$ cat src/rtl/fss_pkg.sv
package fss_pkg;

    localparam int REPLY_BUFFER_BYTES = 64;
    localparam int HEAD_KEEP          = 14;
    localparam int ACK_MIN_BYTES      = 12;
    localparam int CNT_W              = $clog2(REPLY_BUFFER_BYTES + 1);

    localparam logic [7:0] SOF_HI     = 8'hEF;
    localparam logic [7:0] SOF_LO     = 8'h01;
    localparam logic [7:0] PID_CMD    = 8'h01;
    localparam logic [7:0] PID_ACK    = 8'h07;
    localparam logic [7:0] CC_OK      = 8'h00;
    localparam logic [7:0] CC_NOFING  = 8'h02;
    localparam logic [7:0] CC_NOACK   = 8'hFF;
    localparam logic [7:0] INS_CAP    = 8'h01;
    localparam logic [7:0] INS_CONV   = 8'h02;
    localparam logic [7:0] INS_SEARCH = 8'h1B;
    localparam logic [7:0] BUF_ID     = 8'h01;

    localparam logic [2:0] REG_CAP_TO    = 3'd0;
    localparam logic [2:0] REG_PREDELAY  = 3'd1;
    localparam logic [2:0] REG_CONV_TO   = 3'd2;
    localparam logic [2:0] REG_SEARCH_TO = 3'd3;
    localparam logic [2:0] REG_START_PG  = 3'd4;
    localparam logic [2:0] REG_PAGE_CNT  = 3'd5;
    localparam logic [2:0] REG_ADDR      = 3'd6;

    localparam logic [1:0] ST_MATCH   = 2'd0;
    localparam logic [1:0] ST_NOMATCH = 2'd1;
    localparam logic [1:0] ST_ERROR   = 2'd2;

    typedef enum logic [1:0] {
        OP_TICK  = 2'd0,
        OP_BYTE  = 2'd1,
        OP_START = 2'd2
    } t_op;

    typedef enum logic [2:0] {
        PH_IDLE,
        PH_WAIT_CAPTURE,
        PH_PREDELAY,
        PH_WAIT_CONVERT,
        PH_WAIT_SEARCH
    } t_phase;

    typedef enum logic [2:0] {
        ACT_NONE,
        ACT_CAPTURE,
        ACT_CONVERT,
        ACT_SEARCH,
        ACT_STATUS
    } t_act;

    typedef struct packed {
        t_act        act;
        logic [1:0]  status;
        logic [15:0] id;
        logic [15:0] score;
    } t_act_req;

endpackage

$ cat src/rtl/fss_emit.sv
module fss_emit (
    input  logic            i_clk,
    input  logic            i_rst_n,
    input  logic            i_req_valid,
    input  fss_pkg::t_act_req i_req,
    output logic            o_req_ready,
    input  logic [31:0]     i_dev_addr,
    input  logic [15:0]     i_start_page,
    input  logic [15:0]     i_page_count,
    output logic            o_valid,
    input  logic            i_ready,
    output logic            o_kind,
    output logic [7:0]      o_tx_byte,
    output logic            o_last,
    output logic [1:0]      o_status,
    output logic [15:0]     o_id,
    output logic [15:0]     o_score
);
    import fss_pkg::*;

    logic        r_busy;
    t_act_req    r_req;
    logic [4:0]  r_idx;
    logic        r_valid;
    logic        r_kind;
    logic [7:0]  r_tx;
    logic        r_last;
    logic [1:0]  r_status;
    logic [15:0] r_id;
    logic [15:0] r_score;

    logic        advance;
    logic        load;
    logic [7:0]  fb;
    logic        flast;
    logic [15:0] search_sum;

    assign advance     = !r_valid || i_ready;
    assign load        = r_busy && advance;
    assign o_req_ready = !r_busy;

    assign search_sum = 16'h0001 + 16'h0008 + {8'h00, INS_SEARCH} + {8'h00, BUF_ID}
                      + {8'h00, i_start_page[15:8]} + {8'h00, i_start_page[7:0]}
                      + {8'h00, i_page_count[15:8]} + {8'h00, i_page_count[7:0]};

    always_comb begin
        fb    = 8'h00;
        flast = 1'b0;
        unique case (r_idx)
            5'd0: fb = SOF_HI;
            5'd1: fb = SOF_LO;
            5'd2: fb = i_dev_addr[31:24];
            5'd3: fb = i_dev_addr[23:16];
            5'd4: fb = i_dev_addr[15:8];
            5'd5: fb = i_dev_addr[7:0];
            5'd6: fb = PID_CMD;
            5'd7: fb = 8'h00;
            default: begin
                unique case (r_req.act)
                    ACT_CAPTURE: begin
                        unique case (r_idx)
                            5'd8:  fb = 8'h03;
                            5'd9:  fb = INS_CAP;
                            5'd10: fb = 8'h00;
                            default: begin
                                fb    = 8'h05;
                                flast = 1'b1;
                            end
                        endcase
                    end
                    ACT_CONVERT: begin
                        unique case (r_idx)
                            5'd8:  fb = 8'h04;
                            5'd9:  fb = INS_CONV;
                            5'd10: fb = BUF_ID;
                            5'd11: fb = 8'h00;
                            default: begin
                                fb    = 8'h08;
                                flast = 1'b1;
                            end
                        endcase
                    end
                    default: begin
                        unique case (r_idx)
                            5'd8:  fb = 8'h08;
                            5'd9:  fb = INS_SEARCH;
                            5'd10: fb = BUF_ID;
                            5'd11: fb = i_start_page[15:8];
                            5'd12: fb = i_start_page[7:0];
                            5'd13: fb = i_page_count[15:8];
                            5'd14: fb = i_page_count[7:0];
                            5'd15: fb = search_sum[15:8];
                            default: begin
                                fb    = search_sum[7:0];
                                flast = 1'b1;
                            end
                        endcase
                    end
                endcase
            end
        endcase
    end

    always_ff @(posedge i_clk) begin
        if (!i_rst_n) begin
            r_busy  <= 1'b0;
            r_valid <= 1'b0;
            r_idx   <= 5'd0;
        end else begin
            if (advance) begin
                r_valid <= r_busy;
            end
            if (!r_busy) begin
                if (i_req_valid) begin
                    r_busy <= 1'b1;
                    r_idx  <= 5'd0;
                end
            end else if (load) begin
                if (r_req.act == ACT_STATUS || flast) begin
                    r_busy <= 1'b0;
                end else begin
                    r_idx <= r_idx + 5'd1;
                end
            end
        end
    end

    always_ff @(posedge i_clk) begin
        if (!r_busy && i_req_valid) begin
            r_req <= i_req;
        end
        if (load) begin
            if (r_req.act == ACT_STATUS) begin
                r_kind   <= 1'b1;
                r_tx     <= 8'h00;
                r_last   <= 1'b0;
                r_status <= r_req.status;
                r_id     <= r_req.id;
                r_score  <= r_req.score;
            end else begin
                r_kind   <= 1'b0;
                r_tx     <= fb;
                r_last   <= flast;
                r_status <= ST_MATCH;
                r_id     <= 16'h0000;
                r_score  <= 16'h0000;
            end
        end
    end

    assign o_valid   = r_valid;
    assign o_kind    = r_kind;
    assign o_tx_byte = r_tx;
    assign o_last    = r_last;
    assign o_status  = r_status;
    assign o_id      = r_id;
    assign o_score   = r_score;

endmodule

$ cat src/rtl/fingerprint_scan_sequencer.sv
// Drives one capture / convert / search exchange with a UART fingerprint sensor. Input words
// are millisecond ticks, received bytes and start requests (selected by tuser); output words
// are command bytes to transmit (tlast on the final byte of each frame) or one final status
// word with match id and score. A word is taken every cycle as long as it produces no output;
// a word that starts a frame or a status waits in the input register until the byte emitter
// is free. A frame of 12, 13 or 17 bytes leaves back to back while the sink is ready; its first
// byte passes through the input register, the emitter request register and the emitter output
// register. Configuration writes are only legal while no scan output is pending.
module fingerprint_scan_sequencer (
    input  logic        i_clk,
    input  logic        i_rst_n,
    input  logic        i_s_axis_tvalid,
    output logic        o_s_axis_tready,
    input  logic [7:0]  i_s_axis_tdata,   // rx_byte
    input  logic [1:0]  i_s_axis_tuser,   // opcode
    output logic        o_m_axis_tvalid,
    input  logic        i_m_axis_tready,
    output logic [47:0] o_m_axis_tdata,   // tx_byte, scan_status, match_id, match_score, pad
    output logic        o_m_axis_tuser,   // kind
    output logic        o_m_axis_tlast,   // last_byte
    input  logic        i_cfg_we,
    input  logic [2:0]  i_cfg_idx,
    input  logic [31:0] i_cfg_data
);
    import fss_pkg::*;

    logic [15:0]      r_cap_to;
    logic [15:0]      r_predelay;
    logic [15:0]      r_conv_to;
    logic [15:0]      r_search_to;
    logic [15:0]      r_start_pg;
    logic [15:0]      r_page_cnt;
    logic [31:0]      r_addr;

    logic             r_in_valid;
    logic [1:0]       r_in_op;
    logic [7:0]       r_in_byte;

    t_phase           r_phase;
    t_phase           n_phase;
    logic [15:0]      r_elapsed;
    logic [15:0]      n_elapsed;
    logic [CNT_W-1:0] r_count;
    logic [CNT_W-1:0] n_count;
    logic [7:0]       r_head [HEAD_KEEP];
    logic [7:0]       hv     [HEAD_KEEP];

    logic             in_wait;
    logic             is_byte;
    logic             store;
    logic [7:0]       code;
    logic [16:0]      expect_len;
    logic [15:0]      elapsed_inc;
    logic [15:0]      limit;
    t_act_req         dec;
    logic             go_predelay;
    logic             emit_ready;
    logic             proc_go;
    logic             out_kind;
    logic [7:0]       out_tx;
    logic             out_last;
    logic [1:0]       out_status;
    logic [15:0]      out_id;
    logic [15:0]      out_score;

    assign in_wait = r_phase == PH_WAIT_CAPTURE || r_phase == PH_WAIT_CONVERT
                  || r_phase == PH_WAIT_SEARCH;
    assign is_byte = r_in_op == OP_BYTE;
    assign store   = is_byte && in_wait && r_count < CNT_W'(REPLY_BUFFER_BYTES);
    assign n_count = store ? r_count + CNT_W'(1) : r_count;

    always_comb begin
        for (int i = 0; i < HEAD_KEEP; i++) begin
            hv[i] = (store && r_count == CNT_W'(i)) ? r_in_byte : r_head[i];
        end
    end

    always_comb begin
        if (n_count >= CNT_W'(ACK_MIN_BYTES) && hv[0] == SOF_HI && hv[1] == SOF_LO
            && hv[6] == PID_ACK) begin
            code = hv[9];
        end else begin
            code = CC_NOACK;
        end
    end

    assign expect_len  = 17'd9 + {1'b0, hv[7], hv[8]};
    assign elapsed_inc = (r_elapsed != 16'hFFFF) ? r_elapsed + 16'd1 : r_elapsed;

    always_comb begin
        unique case (r_phase)
            PH_WAIT_CAPTURE: limit = r_cap_to;
            PH_WAIT_CONVERT: limit = r_conv_to;
            default:         limit = r_search_to;
        endcase
    end

    // decision for the word held in the input register
    always_comb begin
        dec         = '{act: ACT_NONE, status: ST_MATCH, id: 16'h0000, score: 16'h0000};
        go_predelay = 1'b0;
        unique case (r_in_op)
            OP_START: dec.act = ACT_CAPTURE;
            OP_BYTE: begin
                if (in_wait && code != CC_NOACK) begin
                    unique case (r_phase)
                        PH_WAIT_CAPTURE: begin
                            if (code == CC_OK) begin
                                if (r_predelay == 16'h0000) begin
                                    dec.act = ACT_CONVERT;
                                end else begin
                                    go_predelay = 1'b1;
                                end
                            end else begin
                                dec.act    = ACT_STATUS;
                                dec.status = (code == CC_NOFING) ? ST_NOMATCH : ST_ERROR;
                            end
                        end
                        PH_WAIT_CONVERT: begin
                            if (code == CC_OK) begin
                                dec.act = ACT_SEARCH;
                            end else begin
                                dec.act    = ACT_STATUS;
                                dec.status = ST_ERROR;
                            end
                        end
                        default: begin
                            if (code != CC_OK) begin
                                dec.act    = ACT_STATUS;
                                dec.status = ST_NOMATCH;
                            end else if ({{(17-CNT_W){1'b0}}, n_count} >= expect_len
                                         && n_count >= CNT_W'(HEAD_KEEP)) begin
                                dec.act    = ACT_STATUS;
                                dec.status = ST_MATCH;
                                dec.id     = {hv[10], hv[11]};
                                dec.score  = {hv[12], hv[13]};
                            end
                        end
                    endcase
                end
            end
            OP_TICK: begin
                if (r_phase == PH_PREDELAY) begin
                    if (elapsed_inc >= r_predelay) begin
                        dec.act = ACT_CONVERT;
                    end
                end else if (in_wait && r_elapsed >= limit) begin
                    dec.act    = ACT_STATUS;
                    dec.status = (r_phase == PH_WAIT_CONVERT) ? ST_ERROR : ST_NOMATCH;
                end
            end
            default: dec.act = ACT_NONE;
        endcase
    end

    // next state
    always_comb begin
        n_phase   = r_phase;
        n_elapsed = r_elapsed;
        unique case (dec.act)
            ACT_CAPTURE: begin
                n_phase   = PH_WAIT_CAPTURE;
                n_elapsed = 16'h0000;
            end
            ACT_CONVERT: begin
                n_phase   = PH_WAIT_CONVERT;
                n_elapsed = 16'h0000;
            end
            ACT_SEARCH: begin
                n_phase   = PH_WAIT_SEARCH;
                n_elapsed = 16'h0000;
            end
            ACT_STATUS: begin
                n_phase   = PH_IDLE;
                n_elapsed = 16'h0000;
            end
            default: begin
                if (go_predelay) begin
                    n_phase   = PH_PREDELAY;
                    n_elapsed = 16'h0000;
                end else if (r_in_op == OP_TICK) begin
                    if (r_phase == PH_PREDELAY) begin
                        n_elapsed = elapsed_inc;
                    end else if (in_wait) begin
                        n_elapsed = r_elapsed + 16'd1;
                    end
                end
            end
        endcase
    end

    assign proc_go         = r_in_valid && (dec.act == ACT_NONE || emit_ready);
    assign o_s_axis_tready = !r_in_valid || proc_go;

    always_ff @(posedge i_clk) begin
        if (!i_rst_n) begin
            r_cap_to    <= 16'd200;
            r_predelay  <= 16'd10;
            r_conv_to   <= 16'd400;
            r_search_to <= 16'd200;
            r_start_pg  <= 16'd0;
            r_page_cnt  <= 16'd163;
            r_addr      <= 32'hFFFF_FFFF;
        end else if (i_cfg_we) begin
            unique case (i_cfg_idx)
                REG_CAP_TO:    r_cap_to    <= i_cfg_data[15:0];
                REG_PREDELAY:  r_predelay  <= i_cfg_data[15:0];
                REG_CONV_TO:   r_conv_to   <= i_cfg_data[15:0];
                REG_SEARCH_TO: r_search_to <= i_cfg_data[15:0];
                REG_START_PG:  r_start_pg  <= i_cfg_data[15:0];
                REG_PAGE_CNT:  r_page_cnt  <= i_cfg_data[15:0];
                REG_ADDR:      r_addr      <= i_cfg_data;
                default:       r_addr      <= r_addr;
            endcase
        end
    end

    always_ff @(posedge i_clk) begin
        if (!i_rst_n) begin
            r_in_valid <= 1'b0;
            r_phase    <= PH_IDLE;
            r_elapsed  <= 16'h0000;
            r_count    <= '0;
        end else begin
            if (o_s_axis_tready) begin
                r_in_valid <= i_s_axis_tvalid;
            end
            if (proc_go) begin
                r_phase   <= n_phase;
                r_elapsed <= n_elapsed;
                r_count   <= (dec.act != ACT_NONE) ? '0 : n_count;
            end
        end
    end

    always_ff @(posedge i_clk) begin
        if (o_s_axis_tready) begin
            r_in_op   <= i_s_axis_tuser;
            r_in_byte <= i_s_axis_tdata;
        end
        if (proc_go && store) begin
            for (int i = 0; i < HEAD_KEEP; i++) begin
                r_head[i] <= hv[i];
            end
        end
    end

    fss_emit u_emit (
        .i_clk        (i_clk),
        .i_rst_n      (i_rst_n),
        .i_req_valid  (r_in_valid && dec.act != ACT_NONE),
        .i_req        (dec),
        .o_req_ready  (emit_ready),
        .i_dev_addr   (r_addr),
        .i_start_page (r_start_pg),
        .i_page_count (r_page_cnt),
        .o_valid      (o_m_axis_tvalid),
        .i_ready      (i_m_axis_tready),
        .o_kind       (out_kind),
        .o_tx_byte    (out_tx),
        .o_last       (out_last),
        .o_status     (out_status),
        .o_id         (out_id),
        .o_score      (out_score)
    );

    assign o_m_axis_tdata = {6'b000000, out_score, out_id, out_status, out_tx};
    assign o_m_axis_tuser = out_kind;
    assign o_m_axis_tlast = out_last;

endmodule

$ cat config.mk
export PLATFORM = sky130hd
export DESIGN_NAME = fingerprint_scan_sequencer
export DESIGN_NICKNAME = d
export VERILOG_FILES = /design/src/rtl/fss_pkg.sv /design/src/rtl/fss_emit.sv /design/src/rtl/fingerprint_scan_sequencer.sv
export SDC_FILE = /design/constraint.sdc
export NUM_CORES = 1
export LEC_CHECK = 0
export ABC_CLOCK_PERIOD_IN_PS = 24000
export BUFFER_PORTS_ARGS = -buffer_cell sky130_fd_sc_hd__buf_2
export CORE_ASPECT_RATIO = 1.1
export CORE_MARGIN = 5
export CORE_UTILIZATION = 50
export CTS_BUF_LIST = sky130_fd_sc_hd__clkbuf_2 sky130_fd_sc_hd__clkbuf_4 sky130_fd_sc_hd__clkbuf_8
export CTS_CLUSTER_DIAMETER = 150
export DETAILED_ROUTE_END_ITERATION = 10
export GPL_TIMING_DRIVEN = 1
export PLACE_DENSITY = 0.75
export SYNTH_ARGS = -nofsm -noshare
export SYNTH_HDL_FRONTEND = slang
export SYNTH_HIERARCHICAL = 1
export SYNTH_SLANG_ARGS = --single-unit
$ cat constraint.sdc
create_clock -name i_clk -period 24 [get_ports i_clk]
set_input_delay 3.6 -clock i_clk [delete_from_list [all_inputs] [get_ports i_clk]]
set_output_delay 3.6 -clock i_clk [all_outputs]
set_load 0.05 [all_outputs]
---- Word-level counts from Yosys, hierarchy flattened ----
Memory sizes are Yosys's and may differ from the RTL's.
Cells that the tools add are included.
cells by class
  $add $sub $neg .......................... 8
  multipliers ............................. 0
  divide/modulo/power cells ............... 0
  order comparisons ....................... 6
  eq/ne operators ......................... 59
  shift operators ......................... 0
  muxes and demuxes ....................... 80
  bitwise logic cells ..................... 3
  reduce and logical (&&, ||, !) cells .... 74
operators by type and width
  cell                     number
  $mux W8                  18
  $mux W16                 6
  $mux W37                 2
  $mux W32                 2
  $pmux W8 S8              1
  $pmux W8 S7              1
  $add A16 B8 Y16          3
  $eq A7 B4 Y1 const B     6
  $eq A5 B4 Y1 const B     8
  $reduce_or A8 Y1         5
  $ge A16 B16 Y1           2
  $pmux W16 S2             1
  $mux W5                  6
  $eq A7 B3 Y1 const B     4
  $logic_and A1 B1 Y1      27
  $reduce_and A2 Y1        12
  $eq A3 B2 Y1 const B     7
  $eq A5 B3 Y1 const B     4
  $mux W1                  19
  $eq A3 B3 Y1 const B     6
  $pmux W3 S3              2
  $add A4 B16 Y17 const A  1
  $ge A7 B17 Y1            1
  $add A16 B1 Y16 const B  1
  49 further kinds         85
storage, ports and cells
  register bits after elaboration ......... 253
  bits in latches ......................... 0
  memory bits (writable) .................. 112
  ROM bits ................................ 0
  input port bits ......................... 50
  logic and storage cells ................. 257
  memories kept ........................... 1
memory list
  memory  depth  bits a word  rd ports  clocked after memory_dff  wr ports  line                              source
  r_head  14     8            10        0                         11        fingerprint_scan_sequencer.sv:45  logic [7:0] r_head [HEAD_KEEP];

---- Depth between registers and ports, before layout ----
  depth in word-level cells ............... 29
  depth in mapped cells ................... 24
  gate-level depth less buffers ........... 22

---- By module ----
Netlist, hierarchy kept.
modules (own cells, without submodules)
  module                      times used  cells each  area each (µm²)  seq. area each (µm²)
  fingerprint_scan_sequencer  1           1369        12492.0          5805.6
  fss_emit                    1           418         4967.3           2572.5

---- Least setup slack after synthesis ----
OpenSTA, ideal clock, no wires.
  path type ............................... flip-flop to output port
  from .................................... register r_count[2]
  to ...................................... output port o_s_axis_tready
  arrival ................................. 4.313 ns
  setup slack ............................. 16.087 ns
  cell stages (with the launch flop) ...... 22
  cell sequence ........................... dfxtp_1 buf_2 or4b_1 clkbuf_1 nor2_1 nand2_1 nor2_1 o21ai_0 a21oi_1 nand2_1 xor2_1 nand2_1 o21ai_0 ha_1 o21a_1 o21ai_0 or3_1 o41a_1 o21a_1 buf_6 a21oi_1 nand2_1
between the ends
  longest elaborated chain between the ends .. 18
  elaborated cells on any way between the ends .. 49
  those cells by class .................... add/sub: 2; order compare: 4; eq/ne: 9; mux: 15; reduce/logical: 19
RTL lines
  element                                                   line                               source
  from (decl)                                               fingerprint_scan_sequencer.sv:43   logic [CNT_W-1:0] r_count;
  from (signal assigned)                                    fingerprint_scan_sequencer.sv:231  r_count <= (dec.act != ACT_NONE) ? '0 : n_count;
  branches (longest 12 deep; another with $add A4 B16 Y17)  n/a
  $mux W37 (*)                                              fingerprint_scan_sequencer.sv:105  if (in_wait && code != CC_NOACK) begin
  $pmux W3 S3 (*)                                           fingerprint_scan_sequencer.sv:102  unique case (r_in_op)
  $logic_not A3 Y1 (*)                                      fingerprint_scan_sequencer.sv:192  assign proc_go = r_in_valid && (dec.act == ACT_NONE || emit_ready);
  $logic_or A1 B1 Y1 (*)                                    fingerprint_scan_sequencer.sv:192
  $logic_and A1 B1 Y1 (*)                                   fingerprint_scan_sequencer.sv:192
  $logic_or A1 B1 Y1 (*)                                    fingerprint_scan_sequencer.sv:193  assign o_s_axis_tready = !r_in_valid || proc_go;
  to (decl)                                                 fingerprint_scan_sequencer.sv:13   output logic o_s_axis_tready,
Mark *: on every way between the ends.

---- Final worst setup path ----
  from .................................... register r_elapsed[0]
  to ...................................... output port o_s_axis_tready
between the ends
  longest elaborated chain between the ends .. 10
  elaborated cells on any way between the ends .. 14
  those cells by class .................... add/sub: 1; order compare: 2; eq/ne: 1; mux: 5; reduce/logical: 5
RTL lines
  element                                                   line                               source
  from (decl)                                               fingerprint_scan_sequencer.sv:41   logic [15:0] r_elapsed;
  from (signal assigned)                                    fingerprint_scan_sequencer.sv:230  r_elapsed <= n_elapsed;
  $add A16 B1 Y16 / $ne A16 B16 Y1 (equally long branches)  fingerprint_scan_sequencer.sv:88   assign elapsed_inc = (r_elapsed != 16'hFFFF) ? r_elapsed + 16'd1 : r_elapsed;
  $mux W16                                                  fingerprint_scan_sequencer.sv:88
  $ge A16 B16 Y1                                            fingerprint_scan_sequencer.sv:144  if (elapsed_inc >= r_predelay) begin
  $mux W2                                                   fingerprint_scan_sequencer.sv:144
  $mux W3 (*)                                               fingerprint_scan_sequencer.sv:143  if (r_phase == PH_PREDELAY) begin
  $pmux W3 S3 (*)                                           fingerprint_scan_sequencer.sv:102
  $logic_not A3 Y1 (*)                                      fingerprint_scan_sequencer.sv:192
  $logic_or A1 B1 Y1 (*)                                    fingerprint_scan_sequencer.sv:192
  $logic_and A1 B1 Y1 (*)                                   fingerprint_scan_sequencer.sv:192
  $logic_or A1 B1 Y1 (*)                                    fingerprint_scan_sequencer.sv:193
Mark *: on every way between the ends. The rest lies on a longest branch, timed or not.

==> results.md <==
* Die ar. at between 0.03 and 0.04 mm2
* Seq pwr share at 50.8%
* Yosys reg bits at approximately 330
* P_sw at 0.000294 W
* Async SR Flop Fraction at 0%
* Final period utilization at 40.7%
* Skew-Pair Late Insertion Delay at ~610 ps
* Slew Limit Fails at 0
* RSZ-0062 raised after global routing: false
* DR WL/cell at 18.4 um
* CTS Buf Count at 54
* Final hold violations at 0
* Reg-to-reg critical path startpoint: r_count[6]
* Clock power share at 42.5%
* Register area share after synthesis at around 48%
* First-pass GRT wire length at 69.2 mm
* Net Sw Frac at between 20% and 30%
* Peak supply drop at approximately 0.000045 V
* Worst Min Path Start: r_search_to[10]
* Critical path type: reg -> out
* Antenna Cells at 0
* CP dominant cell by count: nand3_1
* Core Rows at 71
* DIE WIDTH at 188 um
* # fillers at 2922
* 1st-iter DRT viols at between 1000 and 1500
* Initial Utilization at around half
* Run status: finished, final reports clean
* Largest area contributor in the netlist: edfxtp_1
* Ranking of synthesized cells by area: edfxtp_1 29%, dfxtp_1 19%, nand2_1 6.8%, mux2_2 5.0%, ha_1 4.8%
* Slowest stage cell on the critical path: a31oi_1
* Power share of the combinational group at 6.7%
* Placed insts at 2241
* Top cell family by delay on the critical path: simple AND/OR/NAND/NOR gates
* Pwr dens at 62.5 mW/mm2
* Fmax at ~100 MHz
* TritonCTS clock tree: yes
* Mapped Area at 0.0175 mm2
* Post-Layout Cell Count at 2338
* Cell Int Power at about 0.0009 W
* Power, Total at 0.00121 W
* Area grow syn2layout at 10.7%
* Worst-path clk slew at about 60 ps
* Crit end category: primary output
* CP required at slightly above 20000 ps
* R2R Path End: u_emit/r_req[8]
* Core area at 0.0344 mm2
* Nets@finish at 1991
* Footprint of the multi-input gates at 0.00839 mm2
* CTS H-tree depth at 2
* Max_slew headroom at ~20%
* Clock root buffer: clkbuf_8
* Overflow after GRT at 0
* Syn avg cell area at 9.77 um2
* Clock skew at 26.1 ps
* Vias in the first global route at ~13000
* CTS Buffer Depth at 3
* CTS sink count at 333
* Synth top area share at slightly below 30%
* Top_reg_cell synth: edfxtp_1
* Synth Instances at 1787
* Period minus WS final at just under 10000 ps
* CP max stage delay at approximately 540 ps
* Lkg Pwr at between 7 and 8 nW
* Critical path arrival at ~6200 ps
* Post-cts resize count at 0
* Die height at roughly 200 um
* Max cap viols at 0
* Final ANT Viol Nets at 0
* Cts hold-fix bufs at 0
* Final WL at approximately 43 mm
* Critical path peak fanout at 16
* I/O pin cnt at 102
* Reg-to-reg slack, setup at ~18000 ps
* Synth Warn # at 6
* Worst hold endpoint: r_search_to[10]
* Reg2Reg Depth at 18
* Measured slew at the worst slew-check pin at around 1200 ps
* WP buf/inv at 1
* Yosys cell types at slightly above 90
* Final Util at a little under three fifths
* DP Wirelength at around 29 mm
* Top-count cell post-synth: nand2_1
* Critical-path cell list: ha_1, nand3_1, nor2_1, nand3_1, nor3_1, and3_1, nand2_1, nand3_1, ha_1, a21o_1, a2111oi_0, o21ai_0, a31o_2, a211oi_1, nor2_1, a31oi_1, a21oi_1, nand2_1, buf_2
* TritonRoute pass-1 iters at 7
* I/O Buffers at 95
* Final setup viols at 0
* Via density at 5.82
* Min-delay worst type: reg -> reg
* Setup crit start kind: flip-flop
* Initial antenna violation count at 0
* Share of cells above drive strength 1 at ~16%
* RD Place Congestion at 0.886
* Largest net degree at the start of global routing at 86
* Gr usage total at about 22%
* Setup Fix Bufs, Post-CTS at 0
* Number of synthesized flops with an enable pin at 171
* Drt drc at 0
* Via count at about 14000
* Synth cell count leaders: 318 x nand2_1, 171 x edfxtp_1, 162 x dfxtp_1, 134 x a21oi_1, 93 x nand3_1
* FF+latch area at ~0.0084 mm2
* Hold path depth at 2
* Setup TNS at 0 ps
* Final hold slack at ~450 ps
-- sequential cells by signal, summed over array words and instances, names as in the netlist, 8 cells and up --
name              cells
r_elapsed            16
u_emit/o_id          16
r_search_to          16
r_start_pg           16
r_page_cnt           16
r_predelay           16
u_emit/o_tx_byte      8
u_emit/o_score       16
u_emit/r_req         37
r_in_byte             8
r_addr               32
r_conv_to            16
r_head               80
r_cap_to             16
-- final cells by class --
type | instances | share of cell area [%]
clock buffers | 67 | 4.48
clock inverters | 30 | 1.35
inverters | 83 | 1.61
multi-input cells | 1278 | 43.4
flip-flops and latches | 333 | 43.3
well taps | 438 | 2.84
repair buffers | 109 | 3.00
-- per-stage QoR --
stage                     area (um2)  setup slack (ps)
final                          19300             14230
after global routing           19300             13640
after CTS                      19300             14150
after detailed placement       18200             14810
after global placement         18200             15040
after floorplan                17500             16090
-- logic make-up (layout without fill, tap and decap cells) --
family	after synthesis	count (layout)	share of synthesized area [%]
simple gates	703	703	19.4
compound gates	356	356	14.0
flops	333	333	48.0
buf+inv	181	289	4.21
mux	111	111	6.92
fa+ha+maj	82	82	6.52
xor+xnor	20	20	1.00
other cells	1	6	0.0215
-- worst max path at each step --
| stage | slack (ps) | cells after the start | from | to |
|---|---|---|---|---|
| after detailed placement | 14810 | 19 | r_elapsed[0] | o_s_axis_tready |
| after CTS | 14150 | 19 | r_elapsed[0] | o_s_axis_tready |
| final | 14230 | 19 | r_elapsed[0] | o_s_axis_tready |
| after global routing | 13640 | 19 | r_elapsed[0] | o_s_axis_tready |
| after global placement | 15040 | 19 | r_elapsed[0] | o_s_axis_tready |
| after floorplan | 16090 | 21 | r_count[2] | o_s_axis_tready |
-- per-layer routing --
| metal | track usage (%) | vias to the layer above | routed length (um) |
|---|---|---|---|
| li1 | - | 6536 | - |
| met3 | 3.77 | 92 | 2840 |
| met2 | 34.8 | 480 | 19600 |
| met1 | 30.0 | 6488 | 19200 |
| met4 | 7.37 | 0 | 1340 |
| met5 | 0 | - | 0 |
-- power groups by stage --
| stage | clock, W | combinational [W] | sequential [W] |
|---|---|---|---|
| after floorplan | 0 | 0.0000552 | 0.000623 |
| after global placement | 0 | 0.0000784 | 0.000625 |
| after detailed placement | 0 | 0.0000802 | 0.000625 |
| after CTS | 0.000525 | 0.0000806 | 0.000613 |
| after global routing | 0.000552 | 0.0000897 | 0.000614 |
| final | 0.000513 | 0.0000812 | 0.000613 |
-- tightest hold or removal path: stages (launching register included) --
cell and delay (ps):
dfxtp_1 310, nand2_1 50, a21oi_1 50
-- layout by cell type, fill, tap and decap left out, types with 13 or more instances in the layout --
cell	netlist	layout
a211oi_1	17	17
a21o_1	19	19
a21oi_1	134	134
a31oi_1	16	16
and2_1	43	42
buf_2	5	95
buf_4	7	14
clkbuf_8	0	58
dfxtp_1	162	162
edfxtp_1	171	171
fa_1	15	15
ha_1	67	67
inv_1	83	82
mux2_2	77	77
mux2i_1	34	34
nand2_1	318	318
nand2b_1	28	27
nand3_1	93	93
nor2_1	69	67
nor2b_1	45	45
nor3_1	24	24
o21ai_0	40	40
xnor2_1	13	13
Note: power is estimated with default switching activity, not from simulation.
